<file path="src/bole_pkg.sv">
package bole_pkg;

    localparam int CAPACITY_DEF   = 64;
    localparam int DATA_WIDTH_DEF = 32;

    // Request codes carried in req_type.
    localparam logic [3:0] REQ_PUSH_FRONT   = 4'd0;
    localparam logic [3:0] REQ_PUSH_BACK    = 4'd1;
    localparam logic [3:0] REQ_POP_FRONT    = 4'd2;
    localparam logic [3:0] REQ_POP_BACK     = 4'd3;
    localparam logic [3:0] REQ_READ         = 4'd4;
    localparam logic [3:0] REQ_WRITE        = 4'd5;
    localparam logic [3:0] REQ_FIND         = 4'd6;
    localparam logic [3:0] REQ_REMOVE_MATCH = 4'd7;
    localparam logic [3:0] REQ_SORTED_INS   = 4'd8;
    localparam logic [3:0] REQ_CLEAR        = 4'd9;

    // Status codes reported with every result.
    localparam logic [2:0] STAT_OK       = 3'd0;
    localparam logic [2:0] STAT_EMPTY    = 3'd1;
    localparam logic [2:0] STAT_RANGE    = 3'd2;
    localparam logic [2:0] STAT_FULL     = 3'd3;
    localparam logic [2:0] STAT_NOTFOUND = 3'd4;

    typedef struct packed {
        logic [3:0]  req_type;
        logic [31:0] item_value;
        logic [6:0]  slot;
    } req_word_t;

    typedef struct packed {
        logic [31:0] read_data;
        logic [5:0]  match_pos;
        logic [6:0]  entry_count;
        logic        is_empty;
        logic [2:0]  status;
    } rsp_word_t;

    typedef enum logic {
        ST_IDLE,
        ST_EXEC
    } state_t;

    // What a cell loads at the commit edge.
    typedef enum logic [1:0] {
        CELL_HOLD,
        CELL_LEFT,
        CELL_RIGHT,
        CELL_LOAD
    } cell_act_t;

    // Compare results a cell captures when a request is accepted.
    typedef struct packed {
        logic ge;
        logic le;
        logic eq;
        logic hit;
    } cell_flags_t;

endpackage

</file>
<file path="src/bole_cell.sv">
module bole_cell #(
    parameter int DATA_WIDTH = 32,
    parameter int INDEX      = 0
) (
    input  logic                   clk,
    input  logic                   capture,
    input  logic [DATA_WIDTH-1:0]  cmp_value,
    input  logic [6:0]             slot,
    input  bole_pkg::cell_act_t    act,
    input  logic [DATA_WIDTH-1:0]  left_data,
    input  logic [DATA_WIDTH-1:0]  right_data,
    input  logic [DATA_WIDTH-1:0]  load_value,
    output logic [DATA_WIDTH-1:0]  data,
    output bole_pkg::cell_flags_t  flags
);
    import bole_pkg::*;

    logic [DATA_WIDTH-1:0] data_reg;
    cell_flags_t           flags_reg;

    // The entry is compared against the incoming value when the request is taken.
    always_ff @(posedge clk)
    begin
        if (capture)
        begin
            flags_reg.ge  <= (data_reg >= cmp_value);
            flags_reg.le  <= (data_reg <= cmp_value);
            flags_reg.eq  <= (data_reg == cmp_value);
            flags_reg.hit <= (int'(slot) == INDEX);
        end
    end

    always_ff @(posedge clk)
    begin
        case (act)
            CELL_HOLD:  data_reg <= data_reg;
            CELL_LEFT:  data_reg <= left_data;
            CELL_RIGHT: data_reg <= right_data;
            CELL_LOAD:  data_reg <= load_value;
            default:    data_reg <= data_reg;
        endcase
    end

    assign data  = data_reg;
    assign flags = flags_reg;

endmodule

</file>
<file path="config.mk">
export PLATFORM = sky130hd
export DESIGN_NAME = bole_cell
export DESIGN_NICKNAME = d
export VERILOG_FILES = /design/src/bole_pkg.sv /design/src/bole_cell.sv
export SDC_FILE = /design/constraint.sdc
export NUM_CORES = 1
export LEC_CHECK = 0
export ABC_CLOCK_PERIOD_IN_PS = 3000
export BUFFER_PORTS_ARGS = -buffer_cell sky130_fd_sc_hd__buf_2
export CORE_MARGIN = 3
export CORE_UTILIZATION = 42
export DETAILED_ROUTE_END_ITERATION = 8
export GPL_TIMING_DRIVEN = 1
export HOLD_SLACK_MARGIN = 0.03
export PLACE_DENSITY_LB_ADDON = 0.3
export SYNTH_ARGS = -nofsm -noshare
export SYNTH_HDL_FRONTEND = slang
export SYNTH_SLANG_ARGS = --single-unit
export TNS_END_PERCENT = 20
</file>
<file path="constraint.sdc">
create_clock -name clk -period 3 [get_ports clk]
set_clock_uncertainty 0.1 [all_clocks]
set_input_delay 0 -clock clk [delete_from_list [all_inputs] [get_ports clk]]
set_output_delay 0 -clock clk [all_outputs]
set_load 0.01 [all_outputs]
</file>
# Word level (Yosys, flattened, before mapping)

Cells that the tools add are included.

Input bits: 139
Register bits: 36
Logic and storage cells: 14

Multiplexer cells: 1
Reductions and logical operators: 2
Order comparisons: 2
Equal/unequal tests: 4

Operator list:

| cell                                                                  | count |
|---|---|
| 32-bit one-hot mux with 3 select lines                                | 1 |
| 32-bit equality test                                                  | 1 |
| 32-bit greater-or-equal comparator                                    | 1 |
| 32-bit <= comparator                                                  | 1 |
| 7-bit zero test                                                       | 1 |
| 2-bit equality test, second input constant                            | 2 |
| 2-bit by 1-bit equality test with 1-bit output, second input constant | 1 |
| 2-bit zero test                                                       | 1 |

# Logic depth before layout (Yosys ltp)

Gate-level depths: netlist of the first run.

Depth in word-level cells: 2
Gate-level depth with buffers: 7

# Worst setup path after synthesis of the first run

No wires, ideal clock.

Kind: flip-flop to flip-flop
Start: register data_reg[14], in the netlist data[14]
End: register flags_reg, in the netlist flags[3] (data pin)
Cell stages (with the launch flop): 7
Setup time: 0.265 ns
Path buffers: 0
Data required time: 2.635 ns
Path slack: 0.752 ns
Arrival: 1.883 ns
Clock period less this slack: 2.248 ns
Path through: edfxtp_1 ha_1 a21oi_2 nand2_1 a221o_1 o31a_1 or3_1

Longest elaborated chain between the ends: 1

Ends and longest elaborated chain:

| what                               | line            | RTL |
|---|---|---|
| from (decl)                        | bole_cell.sv:18 | `logic [DATA_WIDTH-1:0] data_reg;` |
| from (signal assigned)             | bole_cell.sv:36 | `CELL_HOLD: data_reg <= data_reg;` |
| from (signal assigned)             | bole_cell.sv:37 | `CELL_LEFT: data_reg <= left_data;` |
| from (signal assigned)             | bole_cell.sv:38 | `CELL_RIGHT: data_reg <= right_data;` |
| 32-bit greater-or-equal comparator | bole_cell.sv:26 | `flags_reg.ge <= (data_reg >= cmp_value);` |
| to (decl)                          | bole_cell.sv:19 | `cell_flags_t flags_reg;` |

Every way passes these cells.
A chain may end at the register's enable or synchronous reset.

# Worst setup path in the final report of the first run

Start: register data_reg[25], in the netlist data[25]
End: register flags_reg, in the netlist flags[3] (data pin)

The elaborated chain is that of the path after synthesis.

==> qor.yml, run 1 <==
fmax_mhz: 429.7
syn_area_um2: 2559
syn_inst: 258
clkTransAtPathRegs_ps: 70
numCtsBuffers: 5
rsz0062_at_grt: "false"
layout.nets: 663
core_um2: 5709
largest_register_ffs: 32
syn_avg_cell_area_um2: 9.917
arrival_ps: 2260
cts_root_buffer: "clkbuf_8"
cts_tree: "done"
antenna_found_initial: 0
yosysWarningCount: 0
holdWs_ps: 23.47
end_kind: "register"
static-leakage-power_nw: 2.181
initial_core_util: 0.4482
synth_top_area_share: 0.4225
vdd_drop_max_uv: 272.6
worst_slack_ps: 672.6
synth_most_common_cell: "a21oi_1"
ant_nets: 0
fp.dieW_um: 84.05
ys_ff_latch: 36
hold_class: "in -> reg"
path_class: "reg -> reg"
min_period_ps: 2327
max_slew_margin: 0.4912
min_period_over_period: 0.7758
power.total_mw: 1.573
status: "finished, final reports clean"
maxCapViolations: 0
grt_pass1_vias: 2968
place_congestion: 0.8096
synth_ff_type: "edfxtp_1"
vias: 2821
synth_area_leaders: "edfxtp_1 (42%), ha_1 (16%), mux2i_1 (13%), a21oi_1 (8.0%), nor2_1 (5.0%)"
timing.final.max_slew_violations: 0
powerDensity_nw_per_um2: 373.0
fin_area_um2: 4218
cts_sinks: 36
synth_largest_area_cell: "edfxtp_1"
tightest_slew_ps: 763.2
antennaDiodeCount: 0
final_util: 0.7388
first_pass_iters: 4
drt_wl_total_mm: 8.101
htreeDepth: 2
io_pins: 175
insertion_delay_ps: 290
drive_gt1_frac: 0.3753
hold_viol: 0
final_cells: 565
synthArstFlopShare: 0
die_area_um2: 7064
overflow: 0
ys_seq_area_frac: 0.4225
synth_nets: 429
wl_per_cell_um: 14.34
synth.distinct_cells: 29
required_ps: 2930
dp_cells: 495
num_rows: 27
fillers: 436
track_usage: 0.2307
tns_ps: 0
dp_slack_ps: 667.7
cp-start-kind: "register"
grt_first_pass_wirelength_mm: 13.25
cp_max_fo: 2
areaGrowthSynthToFinish_pct: 64.84
vias_per_cell: 4.993
max-clock-path-buffers: 2
cts_resized: 0
dpl-instance-area_um2: 3490
grt_max_degree: 65
drt_iter0_markers: 99
io_buffers: 174
drcViolationCount: 0
setup_viol: 0
synth_edf_count: 36
reg2reg_slack_ps: 670
dp_hpwl_mm: 5.677
synthTopCellsByCount: "a21oi_1 (41), edfxtp_1 (36), nor2_1 (34)"
die_h_um: 84.05
## metal layers
layer  track usage  part of all wire
met5             0                 0
met4       0.08041             0.022
met2        0.4548              0.56
met3       0.04738             0.059
met1        0.2349              0.36
## timing repair
item / CTS / global route
endpoints found under the hold margin: 37 / 0
setup buffers: 0 / 0
hold buffers: 62 / 0
## where the power goes
group / switching, mW / internal, mW
clock: 0.171 / 0.247
combinational: 0.231 / 0.273
sequential: 0.0281 / 0.623
## cell type report
type	instances	area (um2)	area share
flip-flops and latches	36	1081	0.2563
clock buffers	6	72.57	0.01721
clock inverters	2	35.03	0.008306
well taps	72	90.09	0.02136
repair buffers	238	1506	0.3572
inverters	32	120.1	0.02848
multi-input cells	179	1313	0.3112
## worst max-delay path, cell delays in order (launching register included)
cell and delay, ps:
edfxtp_1 390, ha_1 300, a21o_1 160, a221o_1 320, a221oi_1 300, o21ai_0 180, or3_1 320
## cells in the final DEF, fill, tap and decap left out, drive strengths merged, types with 2 or more instances in the layout
| cell | n |
|---|---|
| a221oi | 2 |
| a221o | 2 |
| edfxtp | 36 |
| nor4 | 2 |
| buf | 176 |
| ha | 32 |
| dlygate4sd3 | 62 |
| o21ai | 3 |
| nand4 | 3 |
| clkbuf | 6 |
| a21oi | 42 |
| mux2i | 32 |
| nor2 | 34 |
| a21o | 2 |
| inv | 32 |
| nand3 | 4 |
| and4 | 4 |
| nand2 | 7 |
## worst paths after layout
path,depth (start not counted),from,end
max reg2reg,6,data[25],flags[3]
min reg2reg,4,data[31],flags[3]
min,3,load_value[11],data[11]
max,6,data[25],flags[3]
## cell families (layout without fill, tap and decap cells)
kind of cell / Yosys count / after routing / share of synthesized area
fa+ha+maj: 32 / 32 / 0.1565
mux: 32 / 32 / 0.1252
buf+inv: 43 / 278 / 0.06455
flops: 36 / 36 / 0.4225
simple gates: 60 / 60 / 0.1091
compound gates: 55 / 55 / 0.1223
Note: power is estimated with default switching activity, not from simulation.
==> run 2, diff against run 1 <==
--- a/config.mk
+++ b/config.mk
@@ -5,10 +5,11 @@
 export SDC_FILE = /design/constraint.sdc
 export NUM_CORES = 1
 export LEC_CHECK = 0
-export ABC_CLOCK_PERIOD_IN_PS = 3000
+export ABC_AREA = 1
+export ABC_CLOCK_PERIOD_IN_PS = 2400
 export BUFFER_PORTS_ARGS = -buffer_cell sky130_fd_sc_hd__buf_2
 export CORE_MARGIN = 3
-export CORE_UTILIZATION = 42
+export CORE_UTILIZATION = 43
 export DETAILED_ROUTE_END_ITERATION = 8
 export GPL_TIMING_DRIVEN = 1
 export HOLD_SLACK_MARGIN = 0.03
==> constraint.sdc (replaced) <==
create_clock -name clk -period 2.4 [get_ports clk]
set_clock_uncertainty 0.1 [all_clocks]
set_input_delay 0 -clock clk [delete_from_list [all_inputs] [get_ports clk]]
set_output_delay 0 -clock clk [all_outputs]
set_load 0.01 [all_outputs]
==> run 2 against run 1 <==
Compared with the run above:
- global-route usage increased by 1.6 points
- clock power fell by 3%
- cell area up 2.0%
- largest power group unchanged
==> qor.yml, run 2 <==
status: "finished, final reports clean"
layout_commonest_cell: "buf_2"
dpl-instance-area_um2: 3555
synth-compound-area-share: 0.03657
dp_hpwl_mm: 5.950
power.internal_mw: 1.320
power_switching_mw: 0.5793
tns_ps: 0
cts_tree: "done"
vias_per_cell: 4.964
antenna_found_initial: 0
drt_wl_total_mm: 8.874
synthSimpleGateAreaFrac: 0.3132
hold_class: "in -> reg"
maxCapViolations: 0
min_period_ps: 1753
seq_power_share: 0.431
grt_pass1_vias: 3280
drcViolationCount: 0
core_um2: 5956
rr_endpoint: "flags[2]"
fillers: 502
tightest_slew_ps: 817.9
hp-start: "cmp_value[23]"
syn_avg_cell_area_um2: 8.063
grt_max_degree: 34
setup_viol: 0
power.share.clock: 0.214
arrival_ps: 1690
synth_nets: 502
hold_viol: 0
synthMuxAreaShare: 0
largest_register_ffs: 32
synthArstFlopShare: 0
synth_top_area_share: 0.4051
areaGrowthSynthToFinish_pct: 61.18
ant_nets: 0
path_class: "reg -> reg"
fp.dieW_um: 84.78
min_period_over_period: 0.7306
r2r-start: "data[27]"
fin_area_um2: 4302
static-leakage-power_nw: 2.328
initial_core_util: 0.4481
synth_xor_area_frac: 0
timing.final.max_slew_violations: 0
max_slew_margin: 0.4547
ys_seq_area_frac: 0.4051
r2r_cells: 8
rsz0062_at_grt: "false"
ys_ff_latch: 36
cts_root_buffer: "clkbuf_8"
wl_per_cell_um: 13.82
io_pins: 175
track_usage: 0.2470
htreeDepth: 2
synth_area_leaders: "edfxtp_1 (41%), ha_1 (15%), nand2_1 (15%), nand3_1 (13%), inv_1 (5.8%)"
required_ps: 2340
io_buffers: 174
numCtsBuffers: 5
reg2reg_slack_ps: 650
first_pass_iters: 4
vdd_drop_max_uv: 294.6
die_h_um: 84.78
grt_first_pass_wirelength_mm: 14.23
overflow: 0
synth_largest_area_cell: "edfxtp_1"
die_area_um2: 7188
num_rows: 28
fmax_mhz: 570.3
power_frac_comb: 0.354
powerDensity_nw_per_um2: 441.4
switching_share: 0.3050
clkTransAtPathRegs_ps: 70
antennaDiodeCount: 0
syn_inst: 331
hold_path_end: "flags[3]"
synthTopCellsByCount: "nand2_1 (104), nand3_1 (67), inv_1 (41), edfxtp_1 (36), ha_1 (32)"
hold_depth: 7
max-clock-path-buffers: 2
vias: 3187
yosysWarningCount: 0
synthAdderAreaFrac: 0.1500
synth.distinct_cells: 20
syn_area_um2: 2669
cp_max_fo: 2
synth_most_common_cell: "nand2_1"
place_congestion: 0.7988
end_kind: "register"
cp-start-kind: "register"
synth_top_family_by_area: "simple AND/OR/NAND/NOR gates"
drive_gt1_frac: 0.3369
cts_setup_buffers: 0
insertion_delay_ps: 280
mostFrequentLayoutCells: "buf_2 (174), nand2_1 (104), nand3_1 (67), dlygate4sd3_1 (67), inv_1 (41)"
synth_ff_type: "edfxtp_1"
cts_sinks: 36
layout.nets: 738
drt_iter0_markers: 164
synth_edf_count: 36
-- run 2: worst max-delay path, cell delays in order (launching register included) --
cell	delay (ps)
edfxtp_1	410
ha_1	310
nand2_1	60
o21ai_0	290
nand2_1	90
nand2_1	90
a21oi_2	40
nand2_1	60
nand2_1	50
-- run 2: logic make-up after synthesis --
kind of cell / Yosys count
AOI/OAI and AO/OA: 17
buffers and inverters: 56
DFF: 36
and+or+nand+nor: 190
adders and majority gates: 32
-- run 2: per-stage QoR --
stage            util  setup WS [ps]  instances  hold WS (ps)  power [mW]
5_1_grt        0.7223          499.7        642         321.2       2.026
4_1_cts        0.7223          674.8        642         247.1       1.900
3_3_place_gp   0.5968          738.6        568         163.0       1.363
6_report       0.7223          646.5        642         255.2       1.899
2_1_floorplan       -          787.4        331         12.50       1.135
3_5_place_dp   0.5968          686.9        568         180.4       1.387
-- run 2: cell type report --
type                       instances  area [um2]  share of cell area
inverter                          42       160.2             0.03723
multi-input combinational        239        1334              0.3101
clock inverter                     2       7.507            0.001745
timing repair buffer             243        1556              0.3618
clock buffer                       5       68.82             0.01600
tap                               75       93.84             0.02181
sequential                        36        1081              0.2513
-- run 2: how the worst max path moves through the flow --
stage                     startpoint       end
final                       data[27]  flags[2]
after global routing        data[27]  flags[2]
after CTS                   data[15]  flags[2]
after detailed placement    data[15]  flags[2]
after global placement      data[15]  flags[3]
after floorplan             data[21]  flags[3]
-- run 2: power by group through the flow --
stage	sequential (mW)	combinational, mW	clock (mW)
final	0.819	0.673	0.407
after global routing	0.828	0.758	0.441
after CTS	0.819	0.666	0.416
after detailed placement	0.833	0.554	0
after global placement	0.827	0.536	0
after floorplan	0.867	0.268	0
-- run 2: timing repair --
item | 4_1_cts | 5_1_grt
resized for setup | 0 | 0
hold buffers | 67 | 0
endpoints found under the hold margin | 37 | 0
-- run 2: metal layers --
layer | share of wire | wire length (um) | GRT usage
met1 | 0.38 | 3382 | 0.2665
met2 | 0.54 | 4770 | 0.4797
met3 | 0.063 | 560 | 0.04514
met4 | 0.018 | 162 | 0.07770
met5 | 0 | 0 | 0
==> run 3, diff against run 2 <==
--- a/config.mk
+++ b/config.mk
@@ -6,10 +6,10 @@
 export NUM_CORES = 1
 export LEC_CHECK = 0
 export ABC_AREA = 1
-export ABC_CLOCK_PERIOD_IN_PS = 2400
+export ABC_CLOCK_PERIOD_IN_PS = 1400
 export BUFFER_PORTS_ARGS = -buffer_cell sky130_fd_sc_hd__buf_2
 export CORE_MARGIN = 3
-export CORE_UTILIZATION = 43
+export CORE_UTILIZATION = 39
 export DETAILED_ROUTE_END_ITERATION = 8
 export GPL_TIMING_DRIVEN = 1
 export HOLD_SLACK_MARGIN = 0.03
==> constraint.sdc (replaced) <==
create_clock -name clk -period 1.4 [get_ports clk]
set_clock_uncertainty 0.1 [all_clocks]
set_input_delay 0 -clock clk [delete_from_list [all_inputs] [get_ports clk]]
set_output_delay 0 -clock clk [all_outputs]
set_load 0.01 [all_outputs]
==> run 3 against run 2 <==
Compared with the run above:
- the flow now finishes with violations (setup timing)
- power is 84% higher
- sequential share of layout area is 3.1 points lower
- clock-buffer cell count stayed put
- cell area is 14% higher
- wire length is 26% higher
- register-to-register slack worse by 1000 ps
- sequential power is 73% higher
- combinational power is 100% higher
- via count is 11% higher
- critical path depth is 1 higher
- worst setup slack worse by 1000 ps
- utilization is 3.4 points higher
- critical endpoint is now flags[3]
- largest power group unchanged
- highest routed layer unchanged
==> qor.yml, run 3 (synthesis results as in run 2) <==
status: "finished with violations"
failed_checks: "setup timing"
cts_sinks: 36
path_common_cell: "nand2_1"
powerDensity_nw_per_um2: 710.2
antenna_found_initial: 0
drt_iter0_markers: 198
overflow: 0
critPathTopFamily: "simple AND/OR/NAND/NOR gates"
vias_per_cell: 5.069
hold_class: "in -> reg"
hold_viol: 0
min_period_ps: 1749
static-leakage-power_nw: 2.531
cpPeakStageDelay_ps: 410
initial_core_util: 0.4109
cp-start-kind: "register"
cts_root_buffer: "clkbuf_8"
dp_hpwl_mm: 6.149
vias: 3523
tightest_slew_ps: 816.7
ant_nets: 0
io_buffers: 174
die_h_um: 88.73
layout_commonest_cell: "buf_2"
layout.nets: 788
vdd_drop_max_uv: 468.8
rsz0062_at_grt: "true"
fp.dieW_um: 88.73
grt_max_degree: 34
clkTransAtPathRegs_ps: 80
crit_path_top_delay_cell: "edfxtp_1"
num_rows: 29
r2r_cells: 9
maxCapViolations: 0
die_area_um2: 7872
dp_cells: 579
setup.worst_path.start: "data[17]"
timing.final.max_slew_violations: 0
end_kind: "register"
arrival_ps: 1690
core_um2: 6495
worst_slack_ps: -349.3
first_pass_iters: 5
required_ps: 1340
fillers: 436
min_period_over_period: 1.250
drive_gt1_frac: 0.3614
hp-start: "act[1]"
power.total_mw: 3.489
track_usage: 0.2683
htreeDepth: 2
path_depth: 9
worst-path-buf-inv: 0
areaGrowthSynthToFinish_pct: 84.06
setup_viol: 3
io_pins: 175
drt_wl_total_mm: 11.16
hold_depth: 4
path_class: "reg -> reg"
wl_per_cell_um: 16.05
largest_register_ffs: 32
cp_max_fo: 2
max_slew_margin: 0.4555
numCtsBuffers: 5
fmax_mhz: 571.6
cts_tree: "done"
drcViolationCount: 0
mostFrequentLayoutCells: "buf_2 (174), dlygate4sd3_1 (104), nand2_1 (98)"
grt_first_pass_wirelength_mm: 16.19
max-clock-path-buffers: 2
path_cells: "ha_1, nand2_1, nand2_1, nand2_1, nand2_1, nand2_1, nand3_1, a21oi_2, nand3_1"
insertion_delay_ps: 280
r2r-start: "data[17]"
grt_pass1_vias: 3685
final_cells: 695
place_congestion: 0.8222
[run 3: cell types whose count changed in the layout (fill, tap and decap cells not counted), moves of 2 or more]
cell and change:
a21oi_1 -2, a21oi_2 +2, buf_4 +13, dlygate4sd3_1 +37, ha_1 -9, ha_4 +9
nand2_1 -6, nand2_2 +6
[run 3: layer usage]
metal / GRT usage / vias to the layer above / routed length (um)
li1: - / 1672 / -
met4: 0.1621 / 0 / 603
met1: 0.2702 / 1550 / 3911
met2: 0.4939 / 234 / 5684
met3: 0.06425 / 67 / 958
met5: 0 / - / 0
[run 3: worst min-delay path, stage by stage]
cell and delay [ps]:
buf_2 130, inv_4 160, nand2_1 100, nand3_1 60
[run 3: path summary, 6_finish.rpt]
kind / slack (ps) / end
setup / recovery: -350 / flags[3]
hold / removal: 250 / data[29]
setup reg to reg: -350 / flags[3]
hold reg to reg: 820 / flags[3]
[run 3: area by class of cell]
class	count	area, um2	area share
clock inverters	2	7.507	0.001528
clock buffers	5	68.82	0.01401
multi-input cells	239	1471	0.2995
repair buffers	293	2024	0.4121
flip-flops and latches	36	1081	0.2201
well taps	77	96.34	0.01961
inverters	42	160.2	0.03260
diodes	1	2.502	0.0005094
[run 3: where the power goes]
part           internal [mW]  switching [mW]  total, mW
clock                  0.330           0.388      0.718
combinational          0.719           0.627       1.35
sequential              1.34          0.0838       1.42
[run 3: per-stage QoR]
stage               utilization  TNS [ps]  hold slack (ps)  worst slack (ps)  area [um2]
finish                   0.7563    -790.6            248.5            -349.3        4912
global route             0.7559     -1175            285.4            -458.0        4910
CTS                      0.7355    -688.6            216.3            -273.0        4777
detailed placement       0.5600    -686.8            174.9            -287.3        3637
global placement         0.5600    -680.0            179.2            -268.0        3637
floorplan                     -    -456.7            12.50            -204.7        2681
[run 3: repair_timing]
item / CTS / global route
buffers inserted: 2 / 2
pin swaps: 4 / 6
hold endpoints to repair: 37 / 0
resized for setup: 3 / 15
hold buffers: 104 / 0
setup endpoints to repair: 3 / 3
